===== src/sdtq_pkg.sv =====
// types and constants shared by the sorted deadline timer queue
package sdtq_pkg;

  localparam int unsigned HANDLE_W    = 6;
  localparam int unsigned NUM_HANDLES = 64;
  localparam int unsigned TIME_IN_W   = 32;
  localparam int unsigned KIND_W      = 2;
  localparam int unsigned STATUS_W    = 3;

  typedef enum logic [KIND_W-1:0] {
    KIND_ADD    = 2'd0,
    KIND_ADJUST = 2'd1,
    KIND_DELETE = 2'd2,
    KIND_TICK   = 2'd3
  } kind_e;

  typedef enum logic [STATUS_W-1:0] {
    STAT_DONE    = 3'd0,
    STAT_EXPIRED = 3'd1,
    STAT_NONE    = 3'd2,
    STAT_FULL    = 3'd3,
    STAT_ABSENT  = 3'd4
  } status_e;

  typedef enum logic [2:0] {
    ST_IDLE,
    ST_INS_CMP,
    ST_INS_PUT,
    ST_REMOVE,
    ST_TICK,
    ST_TICK_END,
    ST_RESP
  } state_e;

endpackage


===== src/sorted_deadline_timer_queue_top.sv =====
// sorted deadline timer queue: ordered timer list walked by a small sequencer
//
// Keeps up to DEPTH timers, named by 6-bit handles, in ascending expiry order in an
// order memory with one read and one write port that holds handle and expiry side by
// side. Add, delete and tick are each one linear walk over that memory; adjust is a
// removal walk followed by an insertion walk. A walk visits one entry per cycle, but
// a tick walk holds while the result side stalls. in_ready_o is high only while the
// sequencer is idle; one result per item, or one per expired timer on a tick, with
// last_o marking the final result. No clearing pass is needed after reset.
module sorted_deadline_timer_queue_top #(
  parameter int unsigned DEPTH     = 64,
  parameter int unsigned TIME_BITS = 32
) (
  input  logic                           clk_i,
  input  logic                           rst_ni,
  input  logic                           in_valid_i,
  output logic                           in_ready_o,
  input  logic [sdtq_pkg::KIND_W-1:0]    kind_i,
  input  logic [sdtq_pkg::HANDLE_W-1:0]  handle_i,
  input  logic [sdtq_pkg::TIME_IN_W-1:0] expire_time_i,
  input  logic [sdtq_pkg::TIME_IN_W-1:0] now_time_i,
  output logic                           out_valid_o,
  input  logic                           out_ready_i,
  output logic [sdtq_pkg::STATUS_W-1:0]  status_o,
  output logic [sdtq_pkg::HANDLE_W-1:0]  expired_handle_o,
  output logic                           last_o
);
  import sdtq_pkg::*;

  localparam int unsigned IdxW = $clog2(DEPTH);
  localparam int unsigned CntW = $clog2(DEPTH + 1);

  typedef struct packed {
    logic [HANDLE_W-1:0]  hdl;
    logic [TIME_BITS-1:0] tm;
  } entry_t;

  // order memory
  entry_t            mem [DEPTH];
  entry_t            rd_q;
  logic              mem_we, mem_re;
  logic [IdxW-1:0]   mem_waddr, mem_raddr;
  entry_t            mem_wdata;

  state_e                 state_q, state_d;
  logic [CntW-1:0]        cnt_q, cnt_d;
  logic [CntW-1:0]        j_q, j_d;
  logic [CntW-1:0]        n_q, n_d;
  logic                   found_q, found_d;
  logic                   pop_q, pop_d;
  logic                   pend_q, pend_d;
  logic [HANDLE_W-1:0]    pend_h_q, pend_h_d;
  status_e                rs_q, rs_d;
  logic [HANDLE_W-1:0]    rh_q, rh_d;
  logic [NUM_HANDLES-1:0] present_q, present_d;
  logic                   ov_q, ov_d;
  status_e                os_q, os_d;
  logic [HANDLE_W-1:0]    oh_q, oh_d;
  logic                   ol_q, ol_d;

  kind_e                  kind_q;
  logic [HANDLE_W-1:0]    hdl_q;
  logic [TIME_BITS-1:0]   exp_q, now_q;
  logic                   ld;

  logic                   can_emit;
  logic [CntW-1:0]        jm1, jm2, jp1, cm1, cm2, shift_at;
  entry_t                 new_e;

  assign can_emit  = !ov_q || out_ready_i;
  assign jm1       = j_q - 1'b1;
  assign jm2       = j_q - 2'd2;
  assign jp1       = j_q + 1'b1;
  assign cm1       = cnt_q - 1'b1;
  assign cm2       = cnt_q - 2'd2;
  assign shift_at  = j_q - n_q;
  assign new_e.hdl = hdl_q;
  assign new_e.tm  = exp_q;

  always_ff @(posedge clk_i) begin
    if (mem_we) begin
      mem[mem_waddr] <= mem_wdata;
    end
    if (mem_re) begin
      rd_q <= mem[mem_raddr];
    end
  end

  always_ff @(posedge clk_i) begin
    if (ld) begin
      kind_q <= kind_e'(kind_i);
      hdl_q  <= handle_i;
      exp_q  <= TIME_BITS'(expire_time_i);
      now_q  <= TIME_BITS'(now_time_i);
    end
  end

  always_ff @(posedge clk_i or negedge rst_ni) begin
    if (!rst_ni) begin
      state_q   <= ST_IDLE;
      cnt_q     <= '0;
      j_q       <= '0;
      n_q       <= '0;
      found_q   <= 1'b0;
      pop_q     <= 1'b0;
      pend_q    <= 1'b0;
      pend_h_q  <= '0;
      rs_q      <= STAT_DONE;
      rh_q      <= '0;
      present_q <= '0;
      ov_q      <= 1'b0;
      os_q      <= STAT_DONE;
      oh_q      <= '0;
      ol_q      <= 1'b0;
    end else begin
      state_q   <= state_d;
      cnt_q     <= cnt_d;
      j_q       <= j_d;
      n_q       <= n_d;
      found_q   <= found_d;
      pop_q     <= pop_d;
      pend_q    <= pend_d;
      pend_h_q  <= pend_h_d;
      rs_q      <= rs_d;
      rh_q      <= rh_d;
      present_q <= present_d;
      ov_q      <= ov_d;
      os_q      <= os_d;
      oh_q      <= oh_d;
      ol_q      <= ol_d;
    end
  end

  always_comb begin
    state_d   = state_q;
    cnt_d     = cnt_q;
    j_d       = j_q;
    n_d       = n_q;
    found_d   = found_q;
    pop_d     = pop_q;
    pend_d    = pend_q;
    pend_h_d  = pend_h_q;
    rs_d      = rs_q;
    rh_d      = rh_q;
    present_d = present_q;
    ov_d      = ov_q && !out_ready_i;
    os_d      = os_q;
    oh_d      = oh_q;
    ol_d      = ol_q;
    mem_we    = 1'b0;
    mem_waddr = '0;
    mem_wdata = new_e;
    mem_re    = 1'b0;
    mem_raddr = '0;
    ld        = 1'b0;

    unique case (state_q)
      ST_IDLE: begin
        if (in_valid_i) begin
          ld      = 1'b1;
          rh_d    = '0;
          j_d     = '0;
          n_d     = '0;
          found_d = 1'b0;
          pop_d   = 1'b1;
          pend_d  = 1'b0;
          unique case (kind_e'(kind_i))
            KIND_ADD: begin
              if (present_q[handle_i]) begin
                rs_d    = STAT_ABSENT;
                state_d = ST_RESP;
              end else if (cnt_q == CntW'(DEPTH)) begin
                rs_d    = STAT_FULL;
                state_d = ST_RESP;
              end else begin
                j_d = cnt_q;
                if (cnt_q == '0) begin
                  state_d = ST_INS_PUT;
                end else begin
                  mem_re    = 1'b1;
                  mem_raddr = cm1[IdxW-1:0];
                  state_d   = ST_INS_CMP;
                end
              end
            end
            KIND_ADJUST, KIND_DELETE: begin
              if (!present_q[handle_i]) begin
                rs_d    = STAT_ABSENT;
                state_d = ST_RESP;
              end else begin
                mem_re    = 1'b1;
                mem_raddr = '0;
                state_d   = ST_REMOVE;
              end
            end
            KIND_TICK: begin
              if (cnt_q == '0) begin
                rs_d    = STAT_NONE;
                state_d = ST_RESP;
              end else begin
                mem_re    = 1'b1;
                mem_raddr = '0;
                state_d   = ST_TICK;
              end
            end
            default: state_d = ST_IDLE;
          endcase
        end
      end

      ST_INS_CMP: begin
        mem_we    = 1'b1;
        mem_waddr = j_q[IdxW-1:0];
        if (rd_q.tm <= exp_q) begin
          mem_wdata        = new_e;
          cnt_d            = cnt_q + 1'b1;
          present_d[hdl_q] = 1'b1;
          rs_d             = STAT_DONE;
          state_d          = ST_RESP;
        end else begin
          mem_wdata = rd_q;
          j_d       = jm1;
          if (jm1 == '0) begin
            state_d = ST_INS_PUT;
          end else begin
            mem_re    = 1'b1;
            mem_raddr = jm2[IdxW-1:0];
          end
        end
      end

      ST_INS_PUT: begin
        mem_we           = 1'b1;
        mem_waddr        = j_q[IdxW-1:0];
        mem_wdata        = new_e;
        cnt_d            = cnt_q + 1'b1;
        present_d[hdl_q] = 1'b1;
        rs_d             = STAT_DONE;
        state_d          = ST_RESP;
      end

      ST_REMOVE: begin
        found_d = found_q || (rd_q.hdl == hdl_q);
        if (found_q) begin
          mem_we    = 1'b1;
          mem_waddr = jm1[IdxW-1:0];
          mem_wdata = rd_q;
        end
        if (j_q == cm1) begin
          cnt_d            = cm1;
          present_d[hdl_q] = 1'b0;
          if (kind_q == KIND_ADJUST) begin
            j_d = cm1;
            if (cm1 == '0) begin
              state_d = ST_INS_PUT;
            end else begin
              // if the handle was found earlier, the entry moving into the new tail is already in rd_q
              mem_re    = !found_q;
              mem_raddr = cm2[IdxW-1:0];
              state_d   = ST_INS_CMP;
            end
          end else begin
            rs_d    = STAT_DONE;
            state_d = ST_RESP;
          end
        end else begin
          j_d       = jp1;
          mem_re    = 1'b1;
          mem_raddr = jp1[IdxW-1:0];
        end
      end

      ST_TICK: begin
        if (!(pop_q && rd_q.tm <= now_q && pend_q && !can_emit)) begin
          if (pop_q && rd_q.tm <= now_q) begin
            // expired entry: hold it back until the next one tells us about last
            if (pend_q) begin
              ov_d = 1'b1;
              os_d = STAT_EXPIRED;
              oh_d = pend_h_q;
              ol_d = 1'b0;
            end
            pend_d               = 1'b1;
            pend_h_d             = rd_q.hdl;
            present_d[rd_q.hdl]  = 1'b0;
            n_d                  = n_q + 1'b1;
          end else begin
            pop_d     = 1'b0;
            mem_we    = 1'b1;
            mem_waddr = shift_at[IdxW-1:0];
            mem_wdata = rd_q;
          end
          if (j_q == cm1) begin
            state_d = ST_TICK_END;
          end else begin
            j_d       = jp1;
            mem_re    = 1'b1;
            mem_raddr = jp1[IdxW-1:0];
          end
        end
      end

      ST_TICK_END: begin
        cnt_d = cnt_q - n_q;
        if (pend_q) begin
          rs_d = STAT_EXPIRED;
          rh_d = pend_h_q;
        end else begin
          rs_d = STAT_NONE;
          rh_d = '0;
        end
        state_d = ST_RESP;
      end

      ST_RESP: begin
        if (can_emit) begin
          ov_d    = 1'b1;
          os_d    = rs_q;
          oh_d    = rh_q;
          ol_d    = 1'b1;
          state_d = ST_IDLE;
        end
      end

      default: state_d = ST_IDLE;
    endcase
  end

  assign in_ready_o       = (state_q == ST_IDLE);
  assign out_valid_o      = ov_q;
  assign status_o         = os_q;
  assign expired_handle_o = oh_q;
  assign last_o           = ol_q;

`ifndef SYNTHESIS
  a_cnt_bound: assert property (@(posedge clk_i) disable iff (!rst_ni)
    cnt_q <= CntW'(DEPTH))
    else $error("entry count exceeds depth");

  a_flags_match: assert property (@(posedge clk_i) disable iff (!rst_ni)
    (state_q == ST_IDLE) |-> ($countones(present_q) == int'(cnt_q)))
    else $error("present flags disagree with entry count");

  a_single_last: assert property (@(posedge clk_i) disable iff (!rst_ni)
    (out_valid_o && status_o != STAT_EXPIRED) |-> last_o)
    else $error("status result without last");

  a_resp_done: assert property (@(posedge clk_i) disable iff (!rst_ni)
    (state_q == ST_RESP && can_emit) |=> (out_valid_o && last_o))
    else $error("final result not presented");
`endif

endmodule

===== config.mk =====
export PLATFORM = sky130hd
export DESIGN_NAME = sorted_deadline_timer_queue_top
export DESIGN_NICKNAME = d
export VERILOG_FILES = /design/src/sdtq_pkg.sv /design/src/sorted_deadline_timer_queue_top.sv
export SDC_FILE = /design/constraint.sdc
export NUM_CORES = 2
export LEC_CHECK = 0
export BUFFER_PORTS_ARGS = -buffer_cell sky130_fd_sc_hd__buf_4
export CAP_MARGIN = 20
export CELL_PAD_IN_SITES_DETAIL_PLACEMENT = 1
export CELL_PAD_IN_SITES_GLOBAL_PLACEMENT = 2
export CORE_AREA = 8 8 492 543
export CTS_CLUSTER_DIAMETER = 30
export DETAILED_ROUTE_END_ITERATION = 16
export DIE_AREA = 0 0 500 551
export PLACE_DENSITY = 0.77
export SETUP_SLACK_MARGIN = 0.15
export SYNTH_ARGS = -nofsm -noshare
export SYNTH_HDL_FRONTEND = slang
export SYNTH_SLANG_ARGS = --single-unit

===== constraint.sdc =====
create_clock -name clk_i -period 7.5 [get_ports clk_i]
set_clock_uncertainty 0.2 [all_clocks]
set_input_delay 0 -clock clk_i [delete_from_list [all_inputs] [get_ports clk_i]]
set_output_delay 0 -clock clk_i [all_outputs]
set_load 0.02 [all_outputs]

==> impl_metrics.toml <==
[sta]
min_period_over_period_pct = 97.5
fmax_mhz = 137
relSlewSlack_pct = 20.1
finalSetupTns_ns = 0
rsz0062_at_grt = "false"
tightest_slew_ns = 1.19
hold_ws_ns = 0.0751
setup_viol = 0
finalCriticalPeriod_ns = 7.31
slew_violations = 0
finalHoldViolations = 0

[die]
boundaryPins = 88
dieHeight_um = 551
initial_utilization_pct = 41.8
core_mm2 = 0.258
die_x_um = 500
dieArea_mm2 = 0.276
rows = 196

[drt]
remaining_drc_errors = 0
drt-vias-per-instance = 6.04
drt_iter0_drc = 7671
ant_nets = 0
drt-total-wl_mm = 368
dr.pass1.iters = 9
vias = 71000
wl_per_cell_um = 31.3

[pwr]
p_leak_nw = 45.0
power.density_mw_per_mm2 = 525
ir_worst_vdd_uv = 364
fin_total_pwr_mw = 69.8

[clock_tree]
clock_latency_ns = 0.95
clock-sinks = 2659
clk_pin_slew_ns = 0.06
cts-root-buf = "clkbuf_16"
cts_buffer_depth = 4
numCtsBuffers = 481
h-tree-depth = 5
cts_tree = "yes"
postCtsSetupRepairBufs = 0

[setup_path]
critical_path.cell_chain = "ha_1, nand4_1, nor4_1, and3_1, a211oi_1, o21ai_1, o221ai_1, a211oi_4, buf_12, buf_12, buf_4, nand2_1, nand3_1, and3_1, o21ai_0, o32ai_1"
critPathBufInv = 3
start_kind = "register"
crit_family = "compound AO/OA/AOI/OAI gates"
cp_slowest_cell = "nor4_1"
critical_path_arrival_ns = 7.62
end_kind = "register"
slowest_delay_ns = 0.98
worst-setup-path-type = "reg2reg"
crit_path_max_fanout = 53
crit_required_ns = 7.81

[global_routing]
grt_max_degree = 106
grt.total_usage_pct = 26.0
overflow = 0
grt_pass1_vias = 74700
grt_pass1_wl_mm = 530
antenna_found_initial = 25

[synth]
async_flop_share_pct = 4.40
synth.area.top_cells = "edfxtp_1 (71%), nand2_1 (4.8%), mux4_2 (2.8%), nand3_1 (2.7%), dfrtp_1 (2.7%)"
synth-seq-cells = 2659
netlist-cell-type-count = 83
synthCells = 7273
synth_flop_cell = "edfxtp_1"
ys_seq_area_share_pct = 73.6
synth_top_cell_area_share_pct = 70.9
yosys_warnings = 0
synth_common_cells = "edfxtp_1 (2542), nand2_1 (1380), nand3_1 (591), clkbuf_1 (202), mux2i_1 (202)"
synth.most_common_cell = "edfxtp_1"
synth_edf_count = 2542
synth_area_per_cell_um2 = 14.8
synth_nets = 7439
yosysTopAreaCell = "edfxtp_1"
synthesis.area_mm2 = 0.108

[flow_run]
cap_viol_max_count = 0

[finish]
fin_nets = 8041
drive_above_1_share_pct = 18.9
num-fill-cells = 24500
multiInputGateArea_mm2 = 0.0267
area_delta_synth_final_pct = 23.4
regArea_mm2 = 0.0793

[place]
io_buffers = 87
place_congestion = 0.876
dp_hpwl_mm = 213

[hold_path]
hp-class = "in2reg"

[status]
status = "finished, final reports clean"
## worst paths after layout
path                                     start                              end  slack (ns)  depth (start not counted)
max                         rd_q[14]$_DFFE_PP_               rd_q[28]$_DFFE_PP_        0.19                         16
min                                 in_valid_i              found_q$_DFFE_PN0P_        0.08                          5
max reg2reg                 rd_q[14]$_DFFE_PP_               rd_q[28]$_DFFE_PP_        0.19                         16
min reg2reg                rs_q[2]$_DFFE_PN0P_              rs_q[2]$_DFFE_PN0P_        0.32                          2
max in group asynchronous               rst_ni        present_q[51]$_DFFE_PN0P_        5.53                          5
min in group asynchronous               rst_ni  expired_handle_o[2]$_DFFE_PN0P_        0.58                          5
## flip-flops by register name, summed over array words and instances (netlist names), 2 cells and up
| register | flops |
|---|---|
| cnt_q | 7 |
| j_q | 7 |
| pend_h_q | 6 |
| mem | 2432 |
| present_q | 64 |
| status_o | 3 |
| hdl_q | 6 |
| n_q | 7 |
| state_q | 3 |
| expired_handle_o | 6 |
| rs_q | 3 |
| rh_q | 6 |
| now_q | 32 |
| exp_q | 32 |
| rd_q | 38 |
| kind_q | 2 |
## tightest hold or removal path, cell delays in order
cell           delay [ns]
dlygate4sd3_1        0.54
buf_4                0.14
nand2_1              0.23
nand2_1              0.15
o41ai_1              0.07
## layout by cell type, fill, tap and decap left out, types with 69 or more instances in the layout
cell type / synthesis / layout
mux2_2: 93 / 92
ha_1: 88 / 88
o221ai_1: 69 / 69
clkinv_2: 0 / 71
nor2_1: 168 / 102
a221oi_1: 121 / 121
and3_1: 85 / 85
inv_1: 93 / 92
clkbuf_16: 0 / 490
dfrtp_1: 117 / 117
a22oi_1: 74 / 74
a21oi_1: 176 / 172
buf_12: 0 / 70
nand3_1: 591 / 590
a31oi_1: 120 / 119
nor2_4: 5 / 72
buf_4: 30 / 337
mux2i_1: 202 / 202
o21ai_0: 167 / 166
edfxtp_1: 2542 / 2542
bufinv_16: 0 / 73
dlygate4sd3_1: 0 / 151
mux4_2: 134 / 134
nand2_1: 1380 / 1379
## cells by family after synthesis
logic type / count (synthesis) / share of synthesized area (%)
mux: 456 / 5.93
buf+inv: 536 / 2.28
compound gates: 1069 / 6.90
fa+ha+maj: 90 / 1.06
flops: 2659 / 73.6
xor+xnor: 44 / 0.358
simple gates: 2419 / 9.88
## through the flow
| stage | setup slack, ns | instance area (um^2) | cells | utilization, % |
|---|---|---|---|---|
| global placement | 0.363 | 115000 | 10700 | 44.4 |
| finish | 0.188 | 133000 | 11800 | 51.6 |
| detailed placement | 0.266 | 115000 | 10700 | 44.4 |
| floorplan | 0.374 | 108000 | 7273 | - |
| global route | 0.155 | 133000 | 11800 | 51.6 |
| CTS | 0.294 | 133000 | 11700 | 51.5 |
## layer usage
| layer | wire [um] | vias to the layer above | GRT usage [%] |
|---|---|---|---|
| met3 | 31500 | 809 | 4.82 |
| met4 | 16000 | 12 | 10.6 |
| met2 | 176000 | 3672 | 42.8 |
| met1 | 144000 | 37100 | 34.1 |
| met5 | 327 | - | 0 |
| li1 | - | 29400 | - |
## timing repair
item,CTS,global route
endpoints found under the setup margin,0,1
hold endpoints to repair,223,0
gates resized for setup,0,1
hold buffers,152,0
## power by group
| group | internal, mW | switching, mW |
|---|---|---|
| Sequential | 20.4 | 0.816 |
| Combinational | 7.34 | 19.0 |
| Clock | 14.5 | 7.80 |
| Total | 42.2 | 27.6 |
## layout make-up
| type | count | area share (%) |
|---|---|---|
| diodes | 5 | 0.00941 |
| clock buffers | 530 | 9.37 |
| clock inverters | 367 | 3.22 |
| inverters | 93 | 0.263 |
| multi-input cells | 4078 | 20.1 |
| flip-flops and latches | 2659 | 59.6 |
| well taps | 3465 | 3.26 |
| repair buffers | 562 | 4.16 |
No activity file was read; power rests on OpenSTA's default activity.
